===== config.mk =====
export PLATFORM = sky130hd
export DESIGN_NAME = three_point_path_curvature
export DESIGN_NICKNAME = d
export VERILOG_FILES = /design/src/tpc_pkg.sv /design/src/tpc_engine.sv /design/src/three_point_path_curvature.sv
export SDC_FILE = /design/constraint.sdc
export NUM_CORES = 2
export LEC_CHECK = 0
export ABC_AREA = 1
export BUFFER_PORTS_ARGS = -buffer_cell sky130_fd_sc_hd__buf_2
export CAP_MARGIN = 10
export CORE_ASPECT_RATIO = 2
export CORE_UTILIZATION = 55
export DETAILED_ROUTE_END_ITERATION = 7
export PLACE_DENSITY = 0.71
export SETUP_SLACK_MARGIN = 0.3
export SLEW_MARGIN = 15
export SYNTH_ARGS = -nofsm -noshare
export SYNTH_HDL_FRONTEND = slang
export SYNTH_SLANG_ARGS = --single-unit

===== constraint.sdc =====
create_clock -name i_clk -period 46.8 [get_ports i_clk]
set_input_delay 4.68 -clock i_clk [delete_from_list [all_inputs] [get_ports i_clk]]
set_output_delay 4.68 -clock i_clk [all_outputs]
set_load 0.01 [all_outputs]

===== src/tpc_pkg.sv =====
// Package for the three-point path curvature block: widths, payload and operand types.
package tpc_pkg;

    localparam int FRAC_BITS = 16;

    localparam int PW   = 32;                 // coordinate / payload field width
    localparam int DW   = PW + 1;             // coordinate difference width
    localparam int SQW  = 2 * DW;             // squared distance / cross magnitude
    localparam int MPW  = SQW;                // multiplier operand width
    localparam int NSH  = 2 + 4 * FRAC_BITS;  // numerator scale shift
    localparam int NUMW = 2 * SQW + NSH;      // scaled numerator width
    localparam int DENW = 3 * SQW;            // denominator width
    localparam int QW   = 64;                 // clipped quotient width
    localparam int RTW  = 32;                 // root / curvature width
    localparam int SRW  = RTW + 2;            // root remainder width
    localparam int WA   = ((NUMW > DENW + QW) ? NUMW : DENW + QW) + 1;
    localparam int CNTW = $clog2(((MPW > QW) ? MPW : QW) + 1);

    typedef struct packed {
        logic signed [PW-1:0] point_x;
        logic signed [PW-1:0] point_y;
        logic signed [PW-1:0] point_extra;
    } t_pt_in;

    typedef struct packed {
        logic signed [PW-1:0] mid_x;
        logic signed [PW-1:0] mid_y;
        logic signed [PW-1:0] mid_extra;
        logic [RTW-1:0]       path_curvature;
    } t_pt_out;

    // coordinate differences of one window
    typedef struct packed {
        logic signed [DW-1:0] dx1;  // b - a
        logic signed [DW-1:0] dy1;
        logic signed [DW-1:0] dx2;  // c - b
        logic signed [DW-1:0] dy2;
        logic signed [DW-1:0] ex;   // c - a
        logic signed [DW-1:0] ey;
    } t_diff;

endpackage


===== src/tpc_engine.sv =====
// Sequenced curvature engine: shift-add multiplies, restoring divide and root on one adder.
module tpc_engine (
    input  logic                  i_clk,
    input  logic                  i_rst_n,
    input  logic                  i_start,
    input  tpc_pkg::t_diff        i_diff,
    input  logic                  i_take,
    output logic                  o_idle,
    output logic                  o_done,
    output logic [tpc_pkg::RTW-1:0] o_curv
);
    import tpc_pkg::*;

    typedef enum logic [7:0] {
        S_IDLE  = 8'b0000_0001,
        S_LOAD  = 8'b0000_0010,
        S_MUL   = 8'b0000_0100,
        S_STORE = 8'b0000_1000,
        S_CHK   = 8'b0001_0000,
        S_DIV   = 8'b0010_0000,
        S_SQRT  = 8'b0100_0000,
        S_DONE  = 8'b1000_0000
    } t_state;

    // multiply steps, in program order
    typedef enum logic [3:0] {
        M_CP, M_CQ, M_AX, M_AY, M_BX, M_BY, M_CX, M_CY, M_SQ, M_D1, M_D2
    } t_mop;

    t_state r_state;
    t_mop   r_op;
    t_diff  r_diff;

    logic [WA-1:0]     r_acc, r_mcand, r_rem, r_dsh;
    logic [MPW-1:0]    r_mplier;
    logic              r_sub;
    logic [CNTW-1:0]   r_cnt;
    logic [SQW-1:0]    r_cross, r_dab, r_dbc, r_dac;
    logic [2*SQW-1:0]  r_num;
    logic [QW-1:0]     r_quo;
    logic [SRW-1:0]    r_sqr;
    logic [RTW-1:0]    r_root, r_k;

    // operand magnitudes
    logic [DW-1:0] m_dx1, m_dy1, m_dx2, m_dy2, m_ex, m_ey;
    logic          w_pn, w_qn;

    function automatic logic [DW-1:0] f_mag(input logic signed [DW-1:0] d);
        return d[DW-1] ? DW'(~d + 1'b1) : DW'(d);
    endfunction

    assign m_dx1 = f_mag(r_diff.dx1);
    assign m_dy1 = f_mag(r_diff.dy1);
    assign m_dx2 = f_mag(r_diff.dx2);
    assign m_dy2 = f_mag(r_diff.dy2);
    assign m_ex  = f_mag(r_diff.ex);
    assign m_ey  = f_mag(r_diff.ey);
    assign w_pn  = r_diff.dx1[DW-1] ^ r_diff.dy2[DW-1];
    assign w_qn  = r_diff.dy1[DW-1] ^ r_diff.dx2[DW-1];

    // operand select for the step being loaded
    t_mop            w_ld;
    logic [WA-1:0]   ld_mcand;
    logic [MPW-1:0]  ld_mplier;
    logic            ld_sub, ld_clr;
    logic [CNTW-1:0] ld_steps;

    assign w_ld = (r_state == S_LOAD) ? r_op : t_mop'(r_op + 1'b1);

    always_comb begin
        ld_mcand  = '0;
        ld_mplier = '0;
        ld_sub    = 1'b0;
        ld_clr    = 1'b1;
        ld_steps  = CNTW'(DW);
        unique case (w_ld)
            M_CP: begin
                ld_mcand  = WA'(m_dx1);
                ld_mplier = MPW'(m_dy2);
                ld_sub    = w_pn;
            end
            M_CQ: begin
                ld_mcand  = WA'(m_dy1);
                ld_mplier = MPW'(m_dx2);
                ld_sub    = ~w_qn;
                ld_clr    = 1'b0;
            end
            M_AX: begin
                ld_mcand  = WA'(m_dx1);
                ld_mplier = MPW'(m_dx1);
            end
            M_AY: begin
                ld_mcand  = WA'(m_dy1);
                ld_mplier = MPW'(m_dy1);
                ld_clr    = 1'b0;
            end
            M_BX: begin
                ld_mcand  = WA'(m_dx2);
                ld_mplier = MPW'(m_dx2);
            end
            M_BY: begin
                ld_mcand  = WA'(m_dy2);
                ld_mplier = MPW'(m_dy2);
                ld_clr    = 1'b0;
            end
            M_CX: begin
                ld_mcand  = WA'(m_ex);
                ld_mplier = MPW'(m_ex);
            end
            M_CY: begin
                ld_mcand  = WA'(m_ey);
                ld_mplier = MPW'(m_ey);
                ld_clr    = 1'b0;
            end
            M_SQ: begin
                ld_mcand  = WA'(r_cross);
                ld_mplier = r_cross;
                ld_steps  = CNTW'(MPW);
            end
            M_D1: begin
                ld_mcand  = WA'(r_dab);
                ld_mplier = r_dbc;
                ld_steps  = CNTW'(MPW);
            end
            M_D2: begin
                // partial product still sits in the accumulator
                ld_mcand  = r_acc;
                ld_mplier = r_dac;
                ld_steps  = CNTW'(MPW);
            end
            default: begin
                ld_mcand  = '0;
            end
        endcase
    end

    // the shared adder
    logic [WA-1:0]   a_op, b_op;
    logic            a_sub;
    logic [WA:0]     w_sum;
    logic            w_carry;
    logic [SRW+1:0]  w_rr;

    assign w_rr = {r_sqr, r_quo[QW-1 -: 2]};

    always_comb begin
        a_op  = '0;
        b_op  = '0;
        a_sub = 1'b0;
        unique case (r_state)
            S_MUL: begin
                a_op  = r_acc;
                b_op  = r_mplier[0] ? r_mcand : '0;
                a_sub = r_sub;
            end
            S_STORE: begin
                // magnitude of the signed cross product
                b_op  = r_acc;
                a_sub = r_acc[WA-1];
            end
            S_CHK, S_DIV: begin
                a_op  = r_rem;
                b_op  = r_dsh;
                a_sub = 1'b1;
            end
            S_SQRT: begin
                a_op  = WA'(w_rr);
                b_op  = WA'({r_root, 2'b01});
                a_sub = 1'b1;
            end
            default: begin
                a_op = '0;
            end
        endcase
    end

    assign w_sum   = {1'b0, a_op} + {1'b0, (a_sub ? ~b_op : b_op)} + (WA+1)'(a_sub);
    assign w_carry = w_sum[WA];

    always_ff @(posedge i_clk) begin
        if (!i_rst_n) begin
            r_state <= S_IDLE;
            r_op    <= M_CP;
            r_cnt   <= '0;
        end else begin
            unique case (r_state)
                S_IDLE: begin
                    if (i_start) begin
                        r_diff  <= i_diff;
                        r_op    <= M_CP;
                        r_state <= S_LOAD;
                    end
                end
                S_MUL: begin
                    r_acc    <= w_sum[WA-1:0];
                    r_mcand  <= r_mcand << 1;
                    r_mplier <= r_mplier >> 1;
                    r_cnt    <= r_cnt - 1'b1;
                    if (r_cnt == CNTW'(1)) begin
                        r_state <= S_STORE;
                    end
                end
                S_LOAD, S_STORE: begin
                    r_mcand  <= ld_mcand;
                    r_mplier <= ld_mplier;
                    r_sub    <= ld_sub;
                    r_cnt    <= ld_steps;
                    if (ld_clr) begin
                        r_acc <= '0;
                    end
                    r_op    <= w_ld;
                    r_state <= S_MUL;
                    if (r_state == S_STORE) begin
                        case (r_op)
                            M_CQ: r_cross <= w_sum[SQW-1:0];
                            M_AY: r_dab   <= r_acc[SQW-1:0];
                            M_BY: r_dbc   <= r_acc[SQW-1:0];
                            M_CY: begin
                                r_dac <= r_acc[SQW-1:0];
                                if (r_cross == '0) begin
                                    r_k     <= '0;    // collinear or coinciding
                                    r_state <= S_DONE;
                                end
                            end
                            M_SQ: r_num <= r_acc[2*SQW-1:0];
                            M_D2: begin
                                r_rem   <= WA'(r_num) << NSH;
                                r_dsh   <= r_acc << QW;
                                r_state <= S_CHK;
                            end
                            default: r_num <= r_num;
                        endcase
                    end
                end
                S_CHK: begin
                    if (w_carry) begin
                        r_k     <= '1;        // quotient beyond clip: saturate
                        r_state <= S_DONE;
                    end else begin
                        r_dsh   <= r_dsh >> 1;
                        r_cnt   <= CNTW'(QW);
                        r_state <= S_DIV;
                    end
                end
                S_DIV: begin
                    if (w_carry) begin
                        r_rem <= w_sum[WA-1:0];
                    end
                    r_quo <= {r_quo[QW-2:0], w_carry};
                    r_dsh <= r_dsh >> 1;
                    r_cnt <= r_cnt - 1'b1;
                    if (r_cnt == CNTW'(1)) begin
                        r_sqr   <= '0;
                        r_root  <= '0;
                        r_cnt   <= CNTW'(RTW);
                        r_state <= S_SQRT;
                    end
                end
                S_SQRT: begin
                    r_sqr  <= w_carry ? w_sum[SRW-1:0] : w_rr[SRW-1:0];
                    r_quo  <= r_quo << 2;
                    r_root <= {r_root[RTW-2:0], w_carry};
                    r_cnt  <= r_cnt - 1'b1;
                    if (r_cnt == CNTW'(1)) begin
                        r_k     <= {r_root[RTW-2:0], w_carry};
                        r_state <= S_DONE;
                    end
                end
                S_DONE: begin
                    if (i_take) begin
                        r_state <= S_IDLE;
                    end
                end
                default: r_state <= S_IDLE;
            endcase
        end
    end

    assign o_idle = (r_state == S_IDLE);
    assign o_done = (r_state == S_DONE);
    assign o_curv = r_k;

endmodule


===== src/three_point_path_curvature.sv =====
// Top level of the three-point path curvature block: point window and output register.
//
// Usage:
//   Input channel (i_in_valid / o_in_ready / i_in_data) takes one path point per beat.
//   Output channel (o_out_valid / i_out_ready / o_out_data) gives the middle point of
//   the window with the unsigned Menger curvature 2|cross| / (|ab| |bc| |ac|),
//   Q16.16, rounded toward zero and saturated at all ones; 0 for collinear points.
//   The first two points after reset only fill the window and give no beat.
//   From the third point on each input beat yields one output beat.
//   The engine runs shift-add multiplies (33 or 66 steps each), a 64-step restoring
//   divide and a 32-step root on one shared adder; collinear points skip the remaining
//   products, the divide and the root, and a saturating value skips the divide and root.
//   Throughput is one point per engine run; o_in_ready is high only while the
//   engine is idle. Warm-up points only fill the window and do not start the engine.
//   A finished beat waits in the output register; the engine may take the next
//   point meanwhile, and holds its own result until the register frees up.
//   Reset (synchronous, active low) empties the window and drops any pending beat.
module three_point_path_curvature (
    input  logic               i_clk,
    input  logic               i_rst_n,
    input  logic               i_in_valid,
    output logic               o_in_ready,
    input  tpc_pkg::t_pt_in    i_in_data,
    output logic               o_out_valid,
    input  logic               i_out_ready,
    output tpc_pkg::t_pt_out   o_out_data
);
    import tpc_pkg::*;

    localparam logic [1:0] SEEN_FULL = 2'd2;

    // window: a = oldest, b = middle
    logic signed [PW-1:0] r_ax, r_ay, r_bx, r_by, r_bextra;
    logic [1:0]           r_seen;

    logic     w_in_acc, w_start, w_idle, w_done, w_take;
    t_diff    w_diff;
    logic [RTW-1:0] w_curv;

    // middle point of the window under computation
    logic signed [PW-1:0] r_px, r_py, r_pextra;

    t_pt_out r_out;
    logic    r_out_valid;

    assign o_in_ready = w_idle;
    assign w_in_acc   = i_in_valid & o_in_ready;
    assign w_start    = w_in_acc & (r_seen == SEEN_FULL);

    // differences, sign-extended by one bit so they cannot wrap
    assign w_diff.dx1 = DW'(r_bx) - DW'(r_ax);
    assign w_diff.dy1 = DW'(r_by) - DW'(r_ay);
    assign w_diff.dx2 = DW'(i_in_data.point_x) - DW'(r_bx);
    assign w_diff.dy2 = DW'(i_in_data.point_y) - DW'(r_by);
    assign w_diff.ex  = DW'(i_in_data.point_x) - DW'(r_ax);
    assign w_diff.ey  = DW'(i_in_data.point_y) - DW'(r_ay);

    tpc_engine u_engine (
        .i_clk   (i_clk),
        .i_rst_n (i_rst_n),
        .i_start (w_start),
        .i_diff  (w_diff),
        .i_take  (w_take),
        .o_idle  (w_idle),
        .o_done  (w_done),
        .o_curv  (w_curv)
    );

    always_ff @(posedge i_clk) begin
        if (!i_rst_n) begin
            r_seen <= '0;
        end else if (w_in_acc) begin
            if (r_seen != SEEN_FULL) begin
                r_seen <= r_seen + 1'b1;
            end
        end
    end

    // window and pending payload need no reset
    always_ff @(posedge i_clk) begin
        if (w_in_acc) begin
            r_ax     <= r_bx;
            r_ay     <= r_by;
            r_bx     <= i_in_data.point_x;
            r_by     <= i_in_data.point_y;
            r_bextra <= i_in_data.point_extra;
        end
        if (w_start) begin
            r_px     <= r_bx;
            r_py     <= r_by;
            r_pextra <= r_bextra;
        end
    end

    // output register: loads when empty or being drained
    assign w_take = w_done & (~r_out_valid | i_out_ready);

    always_ff @(posedge i_clk) begin
        if (!i_rst_n) begin
            r_out_valid <= 1'b0;
        end else if (w_take) begin
            r_out_valid <= 1'b1;
        end else if (i_out_ready) begin
            r_out_valid <= 1'b0;
        end
    end

    always_ff @(posedge i_clk) begin
        if (w_take) begin
            r_out.mid_x          <= r_px;
            r_out.mid_y          <= r_py;
            r_out.mid_extra      <= r_pextra;
            r_out.path_curvature <= w_curv;
        end
    end

    assign o_out_valid = r_out_valid;
    assign o_out_data  = r_out;

endmodule


==> flow_metrics.env, run 1 <==
export IMPL_status="aborted with a tool error"
export IMPL_failed_stage="5_1_grt"
export IMPL_tool_error="[ERROR GRT-0116] Global routing finished with congestion. Check the congestion regions in the DRC Viewer."
export IMPL_htreeDepth=4
export IMPL_yosys_cell_types_count=73
export IMPL_start_util_pct=55.4
export IMPL_synthFlopType="edfxtp_1"
export IMPL_clkSinkCount=2281
export IMPL_hpwl_um=567000
export IMPL_pin_count=230
export IMPL_yosysWarnings=0
export IMPL_globalplace_congestion=1.25
export IMPL_syn_num_nets=15500
export IMPL_syn_area_per_cell_um2=8.84
export IMPL_cts_resized=0
export IMPL_cts_buffer_depth=4
export IMPL_synthCells=14900
export IMPL_clockRootBuffer="clkbuf_16"
export IMPL_async_flop_share_pct=0
export IMPL_grt_pass1_wl_um=1450000
export IMPL_rows=253
export IMPL_port_buffer_count=229
export IMPL_synth_edff_count=2259
export IMPL_ys_seq_area_share_pct=51.8
export IMPL_grt_max_degree=165
export IMPL_grt_ovfl_total=5001
export IMPL_syn_cell_area_um2=132000
export IMPL_cts_buffers=204
export IMPL_die_w_um=348
export IMPL_grt_pass1_vias=158000
export IMPL_grt_usage_pct=81.6
export IMPL_die_y_um=694
export IMPL_ctsHoldBuffers=0
export IMPL_post_cts_buffers=0
export IMPL_ys_ff_latch=2281
[layer usage]
layer  overflow  global-route usage, %
met3         49                   61.6
met1         27                   79.2
met2       3438                    102
met4       1485                   88.9
met5          2                   22.2
[kinds of logic after synthesis]
| group | after synthesis | synth area share (%) |
|---|---|---|
| adders and majority gates | 474 | 4.54 |
| xor gates and xnor gates | 746 | 4.98 |
| AOI/OAI and AO/OA | 3674 | 15.7 |
| and+or+nand+nor | 5180 | 15.7 |
| DFF | 2281 | 51.8 |
| buffers and inverters | 2545 | 7.33 |
[synthesized netlist by cell type, types with 95 or more instances]
cell,count,area (um^2)
nor2_1,1853,6960
a221oi_1,95,832
clkbuf_1,343,1290
ha_1,467,5840
o22ai_1,148,926
a31oi_1,142,888
xor2_1,496,4340
a21oi_1,1232,6170
o21ai_0,1458,7300
nand3_1,223,1120
xnor2_1,248,2170
nand2_1,2730,10200
edfxtp_1,2259,67800
nor3_1,128,641
inv_1,2065,7750
[through the flow]
stage	area (um^2)	std cells	setup slack [ps]
detailed placement	137000	18100	36760
floorplan	132000	14900	21380
CTS	144000	18400	36680
global placement	137000	18100	36470
==> run 2: changes to the inputs <==
--- a/config.mk
+++ b/config.mk
@@ -8,11 +8,9 @@
 export ABC_AREA = 1
 export BUFFER_PORTS_ARGS = -buffer_cell sky130_fd_sc_hd__buf_2
 export CAP_MARGIN = 10
-export CORE_ASPECT_RATIO = 2
-export CORE_UTILIZATION = 55
+export CORE_UTILIZATION = 40
 export DETAILED_ROUTE_END_ITERATION = 7
-export PLACE_DENSITY = 0.71
-export SETUP_SLACK_MARGIN = 0.3
+export PLACE_DENSITY_LB_ADDON = 0.15
 export SLEW_MARGIN = 15
 export SYNTH_ARGS = -nofsm -noshare
 export SYNTH_HDL_FRONTEND = slang
==> flow_metrics.env, run 2 <==
export IMPL_path_clk_slew_ps=60
export IMPL_final_hold_violation_count=0
export IMPL_clkSinkCount=2281
export IMPL_wirelength_um=643000
export IMPL_area_delta_synth_final_pct=11.6
export IMPL_status="finished clean"
export IMPL_ys_ff_latch=2281
export IMPL_worstSetupPathType="reg -> reg"
export IMPL_grt_max_degree=132
export IMPL_whs_ps=409
export IMPL_ys_seq_area_share_pct=51.8
export IMPL_power_leakage_nw=56.4
export IMPL_clock_latency_ps=950
export IMPL_cts_tree="done"
export IMPL_required_ps=47330
export IMPL_worst_slew_pin_slew_ps=1320
export IMPL_finalCritPeriodShare_pct=22.9
export IMPL_start_util_pct=40.2
export IMPL_coreArea_um2=327000
export IMPL_cap_violations=0
export IMPL_async_flop_share_pct=0
export IMPL_setup_tns_final_ps=0
export IMPL_cp_common_cell="buf_4"
export IMPL_post_cts_buffers=0
export IMPL_cts_buffers=273
export IMPL_drt_initial_drc_count=13000
export IMPL_grt_pass1_vias=111000
export IMPL_routed_via_density=5.82
export IMPL_hpwl_um=510000
export IMPL_grt_pass1_wl_um=876000
export IMPL_vias=115000
export IMPL_clock_fmax_ghz=0.0932
export IMPL_die_w_um=576
export IMPL_yosysTopAreaCell="edfxtp_1"
export IMPL_antenna_found_initial=55
export IMPL_slew_headroom_pct=10.8
export IMPL_synthCells=14900
export IMPL_syn_cell_area_um2=132000
export IMPL_final_cell_mix="nand2_1, edfxtp_1, inv_1"
export IMPL_mostFrequentLayoutCell="nand2_1"
export IMPL_globalplace_congestion=1.11
export IMPL_syn_num_nets=15500
export IMPL_routedWlPerCell_um=32.6
export IMPL_min_period_ps=10730
export IMPL_fill_cells=32800
export IMPL_cts_buffer_depth=4
export IMPL_yosys_cell_types_count=73
export IMPL_synth_top_cells_by_count="nand2_1, edfxtp_1, inv_1"
export IMPL_synth_top_cell_area_share_pct=51.5
export IMPL_finClkSkew_ps=78.6
export IMPL_synthFlopType="edfxtp_1"
export IMPL_grt_ovfl_total=0
export IMPL_hp_class="reg -> reg"
export IMPL_pin_count=230
export IMPL_drt_first_pass_iters=8
export IMPL_synthTopCellsByArea="edfxtp_1, nand2_1, inv_1, o21ai_0, nor2_1"
export IMPL_worstPathArrival_ps=11260
export IMPL_setup_viol=0
export IMPL_cp_start_kind="flip-flop"
export IMPL_die_y_um=576
export IMPL_yosysMostFrequentCell="nand2_1"
export IMPL_port_buffer_count=229
export IMPL_rsz0062_at_grt="false"
export IMPL_cts_resized=0
export IMPL_fin_area_um2=147000
export IMPL_synth_edff_count=2259
export IMPL_slew_violations=0
export IMPL_worst_setup_path_end_kind="flip-flop"
export IMPL_powerDensity_nw_per_um2=32.6
export IMPL_r2r_setup_slack_ps=36070
export IMPL_rows=210
export IMPL_yosysWarnings=0
export IMPL_antenna_left=0
export IMPL_ctsHoldBuffers=0
export IMPL_layout_drive_gt1_share_pct=6.11
export IMPL_grt_usage_pct=37.8
export IMPL_htreeDepth=5
export IMPL_fin_nets=15700
export IMPL_drc=0
export IMPL_syn_area_per_cell_um2=8.84
export IMPL_ir_drop_uv=36.1
export IMPL_critPathMaxStageDelay_ps=850
export IMPL_crit_fanout=88
export IMPL_die_area_um2=332000
export IMPL_cpMaxStageDelayCell="buf_4"
export IMPL_place_area_um2=138000
export IMPL_clockRootBuffer="clkbuf_16"
## run 2: cell counts after synthesis
Identical to the previous run, type by type.
## run 2: cell families (layout without fill, tap and decap cells)
kind of cell               Yosys count  in the layout  synth area share, %
adders and majority gates          474            474                 4.54
xor gates and xnor gates           746            746                 4.98
buffers and inverters             2545           2972                 7.33
AOI/OAI and AO/OA                 3674           3674                 15.7
DFF                               2281           2281                 51.8
and+or+nand+nor                   5180           5180                 15.7
other                                0             18                    0
## run 2: final cells by class
class                      count  area, um^2  area share, %
sequential                  2281       68300           46.4
multi-input combinational  10100       54100           36.8
inverter                    2088        7880           5.36
clock buffer                 318        7110           4.83
tap                         4346        5440           3.70
timing repair buffer         402        2530           1.72
clock inverter               164        1690           1.15
antenna                       18        45.0         0.0306
## run 2: final timing paths
| kind | startpoint | to | depth (start not counted) |
|---|---|---|---|
| max | u_engine.r_state[3] | u_engine.r_dsh[255] | 29 |
| min | r_bextra[18] | r_pextra[18] | 0 |
| max reg2reg | u_engine.r_state[3] | u_engine.r_dsh[255] | 29 |
| min reg2reg | r_bextra[18] | r_pextra[18] | 0 |
## run 2: power by group
part	leakage [nW]	switching, mW	total [mW]	internal, mW
Clock	4.28	0.928	2.17	1.24
Combinational	31.5	0.229	0.334	0.105
Sequential	20.7	0.0232	2.30	2.28
## run 2: per-stage QoR
stage | util, % | setup WS (ps) | power (mW) | cells
6_report | 44.9 | 36070 | 4.80 | 19700
5_1_grt | 44.9 | 35860 | 4.92 | 19700
4_1_cts | 44.9 | 36460 | 4.82 | 19700
3_5_place_dp | 42.2 | 36520 | 2.67 | 19200
3_3_place_gp | 42.2 | 36480 | 2.67 | 19200
2_1_floorplan | - | 21380 | 2.55 | 14900
## run 2: per-layer routing
layer,global-route usage (%),up-vias,part of all wire [%]
met5,0,-,0.017
met1,43.7,55800,36
met3,6.37,1722,7.6
met4,33.1,18,11
li1,-,51300,-
met2,60.8,5698,45
## run 2: critical path: cells and delay by family, from the launching register on
kind	cells	cell delay, ps
AOI/OAI and AO/OA	9	2160
adders and majority gates	1	350
buffers and inverters	9	4490
DFF	1	310
and+or+nand+nor	10	2540
No activity file was read; power rests on OpenSTA's default activity.
